===== src/hdl/amr_table_ram.sv =====
`timescale 1ns / 1ps
module amr_table_ram #(
  parameter int DEPTH = 16,
  parameter int WIDTH = 8
) (
  input  logic                     clk,
  input  logic                     we,
  input  logic                     re,
  input  logic [$clog2(DEPTH)-1:0] addr,
  input  logic [WIDTH-1:0]         wdata,
  output logic [WIDTH-1:0]         rdata
);
  logic [WIDTH-1:0] mem [DEPTH];

  always_ff @(posedge clk) begin
    if (we) begin
      mem[addr] <= wdata;
    end
    if (re) begin
      rdata <= mem[addr];
    end
  end
endmodule


===== config.mk =====
export PLATFORM = sky130hd
export DESIGN_NAME = amr_table_ram
export DESIGN_NICKNAME = d
export VERILOG_FILES = /design/src/hdl/amr_table_ram.sv
export SDC_FILE = /design/constraint.sdc
export NUM_CORES = 1
export LEC_CHECK = 0
export BUFFER_PORTS_ARGS = -buffer_cell sky130_fd_sc_hd__buf_4
export CORE_MARGIN = 4
export CORE_UTILIZATION = 60
export CTS_CLUSTER_SIZE = 25
export DETAILED_ROUTE_END_ITERATION = 10
export GPL_TIMING_DRIVEN = 0
export PLACE_DENSITY = 0.78
export SYNTH_ARGS = -nofsm -noshare
export SYNTH_HDL_FRONTEND = slang
export SYNTH_SLANG_ARGS = --single-unit

===== constraint.sdc =====
create_clock -name clk -period 2.5 [get_ports clk]
set_clock_uncertainty 0.05 [all_clocks]
set_input_delay 0.125 -clock clk [delete_from_list [all_inputs] [get_ports clk]]
set_output_delay 0.125 -clock clk [all_outputs]
set_load 0.01 [all_outputs]

# --- After elaboration in Yosys (flattened, before gate mapping) ---
# Memory sizes are Yosys's and may differ from the RTL's. A register that Yosys moved wholly into a read port is not among the register bits.
# Cells that the tools add are included.
totals:
  reg_bits: 0
  ramBits: 128
  inputBits: 15
  output_inout_bits: 8
  word_cells: 3
  mem_count: 1
mem_list:
  columns: ["name", "words", "width", "rd", "rd_clocked_by_memory_dff", "write_ports", "line_no", "rtl"]
  rows:
  - ["mem", 16, 8, 1, 1, 1, "13", "logic [WIDTH-1:0] mem [DEPTH];"]
op_classes:
  muxes: 2
ops:
  columns: ["cell", "count"]
  rows:
  - ["$mux 1", 2]

# --- Depth between registers and ports, before layout ---
depth:
  depth_word: 2
  depth_mapped: 5
  ltp_nobuf: 3

# --- Worst setup path before layout ---
# Ideal clock, no wire load.
synth_path:
  path_kind: "input to register"
  startpoint: "input port addr[2]"
  endpoint: "memory mem[0][0], enable pin"
  t_arrival_ns: 1.235
  t_required_ns: 2.067
  slack_ns: 0.832
  cell_stages: 2
  cell_sequence: "or3b_2 > nor3_1"
synth_lines:
  columns: ["element", "line_no", "rtl"]
  rows:
  - ["from (decl)", "9", "input logic [$clog2(DEPTH)-1:0] addr,"]
  - ["to (decl)", "13", null]
# No word-level cell before the write port.

# --- Worst setup path after layout ---
layout_path:
  startpoint: "input port addr[1]"
  endpoint: "memory mem[3][3], enable pin"
# No word-level cell before the write port.

==> results_dict.tcl <==
set metrics [dict create \
    tightest_slew_ns 1.25 \
    max-vdd-ir-drop_mv 0.571 \
    numPortBuffers 20 \
    dr.first_iter.drc_count 272 \
    netlist_instances 230 \
    cp_cell_sequence "buf_2, buf_1, nand2_1, nor2_1" \
    netlist_top_cells_area "edfxtp_1 (79%), mux4_2 (14%), a22oi_1 (2.3%)" \
    worst_skew_pair.late_latency_ns 0.52 \
    rsz0062_at_grt "false" \
    holdWs_ns 0.131 \
    start_kind "input port" \
    grt_max_degree 17 \
    tritoncts "yes" \
    vias 2446 \
    cts_max_level 4 \
    setup_viol 0 \
    synthToLayoutAreaGrowth_pct 18.2 \
    critPathMaxStageDelay_ns 0.68 \
    cts.root.buffer_cell "clkbuf_8" \
    drive_above_1_share_pct 28.5 \
    post_drt_wl_per_cell_um 25.0 \
    n_fill_cell 453 \
    tns_ns 0 \
    synth_cell_types 17 \
    synth-async-reset-ratio_pct 0 \
    cts_buffers 17 \
    fin_crit_sh_pct 65.2 \
    crit_family "simple AND/OR/NAND/NOR gates" \
    hold_violations 0 \
    drc_errors 0 \
    die_y_um 101 \
    die_w_um 101 \
    nNetsFinal 294 \
    dpl.hpwl_um 6030 \
    synth_edf_count 136 \
    synth_top_cell_by_area "edfxtp_1" \
    post-route-util_pct 73.3 \
    postCtsSetupBuffers 0 \
    slew_headroom_pct 15.8 \
    synthMostInstantiatedCell "edfxtp_1" \
    clk_transition_reported_paths_ns 0.06 \
    ios 23 \
    fp-row-count 33 \
    routed_via_density 6.18 \
    ant_nets 0 \
    cts_sinks 136 \
    synth.top_cell.area_share_pct 79.3 \
    crit_fanout 10 \
    synthesis.area_mm2 0.00515 \
    antenna_cells 0 \
    ys_warn_count 0 \
    die_area_mm2 0.0101 \
    synth_seq_cells 136 \
    fin_crit_ns 1.63 \
    hp-class "input port to register" \
    crit_arrival_ns 1.73 \
    power.density_mw_per_mm2 854 \
    critPathKind "input port to register" \
    synth_top_cells_by_count "edfxtp_1 (136), mux4_2 (32), a22oi_1 (16)" \
    synth_nets 245 \
    max-clock-path-buffers 2 \
    synth-seq-area-share_pct 79.3 \
    first_pass_iters 6 \
    max_freq_mhz 614 \
    required_ns 2.60 \
    antenna_found_initial 0 \
    coreArea_mm2 0.00830 \
    cap_violations 0 \
    initial_core_util_pct 62.0 \
    end_kind "register" \
    grt_pass1_vias 2528 \
    place_congestion 0.726 \
    grt_usage_pct 21.8 \
    post_cts_resized 0 \
    leakage_nw 1.98 \
    grt_pass1_wl_um 15200 \
    drv_slew 0 \
    crit_slowest_cell "nor2_1" \
    synth-main-ff-cell "edfxtp_1" \
    syn_area_per_cell_um2 22.4 \
    drt_wl_total_um 9890 \
    worst-path-buf-inv 2 \
    overflow 0 \
    status "finished clean" \
]
==> report_power, final <==
| group | internal [mW] | total [mW] | switching (mW) | leakage, nW |
|---|---|---|---|---|
| sequential | 2.57 | 2.58 | 0.0130 | 1.24 |
| combinational | 0.115 | 0.263 | 0.148 | 0.479 |
| clock | 1.49 | 2.35 | 0.854 | 0.269 |
==> layout make-up <==
class                           instances  area (µm²)  share of cell area (%)
Sequential cell                       136        4080                    67.1
Tap cell                              105         131                    2.16
Multi-Input combinational cell         83        1000                    16.5
Timing Repair Buffer                   30         248                    4.07
Clock inverter                         11         131                    2.16
Clock buffer                           20         425                    6.99
Buffer                                 11        60.1                   0.987
==> worst register-to-register path, stage by stage (launching register included) <==
cell and delay [ns]:
edfxtp_1 0.38, mux4_2 0.47, a22oi_1 0.31, nand2_1 0.13
==> final timing paths <==
path              startpoint   endpoint  slack [ns]  cells past startpoint
setup / recovery     addr[1]  mem[3][3]        0.87                      4
setup reg to reg  mem[10][4]   rdata[4]        0.88                      3
hold reg to reg    mem[0][5]   rdata[5]        0.72                      3
hold / removal       addr[2]  mem[0][4]        0.13                      3
==> layer usage <==
layer | GRT usage [%] | vias up | share of wire, %
met5 | 0 | - | 0
met4 | 8.08 | 0 | 1.7
met3 | 5.81 | 17 | 8.1
met2 | 33.5 | 120 | 51
met1 | 30.6 | 1238 | 39
li1 | - | 1071 | -
==> cell families (layout without fill, tap and decap cells) <==
| group | Yosys count | in the layout | share of synthesized area [%] |
|---|---|---|---|
| mux | 32 | 32 | 14.0 |
| buf+inv | 11 | 72 | 1.17 |
| flops | 136 | 136 | 79.3 |
| simple gates | 35 | 35 | 3.16 |
| compound gates | 16 | 16 | 2.33 |
==> layout by cell type (no fill, tap or decap), types with 3 or more instances in the layout <==
cell	count
buf_1	4
buf_4	20
mux4_2	32
clkbuf_16	16
edfxtp_1	136
nor2_1	13
nor3_1	4
nand2_1	9
clkinv_1	4
a22oi_1	16
dlygate4sd3_1	9
bufinv_16	3
clkbuf_1	5
==> state kept, by name, indices dropped and copies added (netlist names) <==
signal / cells
mem: 128
rdata: 8
==> timing repair <==
| item | in CTS | in global routing |
|---|---|---|
| hold buffers | 9 | 0 |
| endpoints found under the hold margin | 136 | 0 |
| setup endpoints to repair | 0 | 0 |
==> metrics by stage <==
step                power (mW)  cells  setup WS [ns]  cell area [µm²]
finish                    5.20    396          0.871             6080
global route              5.35    396          0.760             6080
CTS                       5.21    395          0.764             6080
detailed placement        2.88    355          0.236             5430
global placement          2.87    355          0.311             5430
floorplan                 2.76    230          0.832             5150
Power figures use the tool's default switching activity.
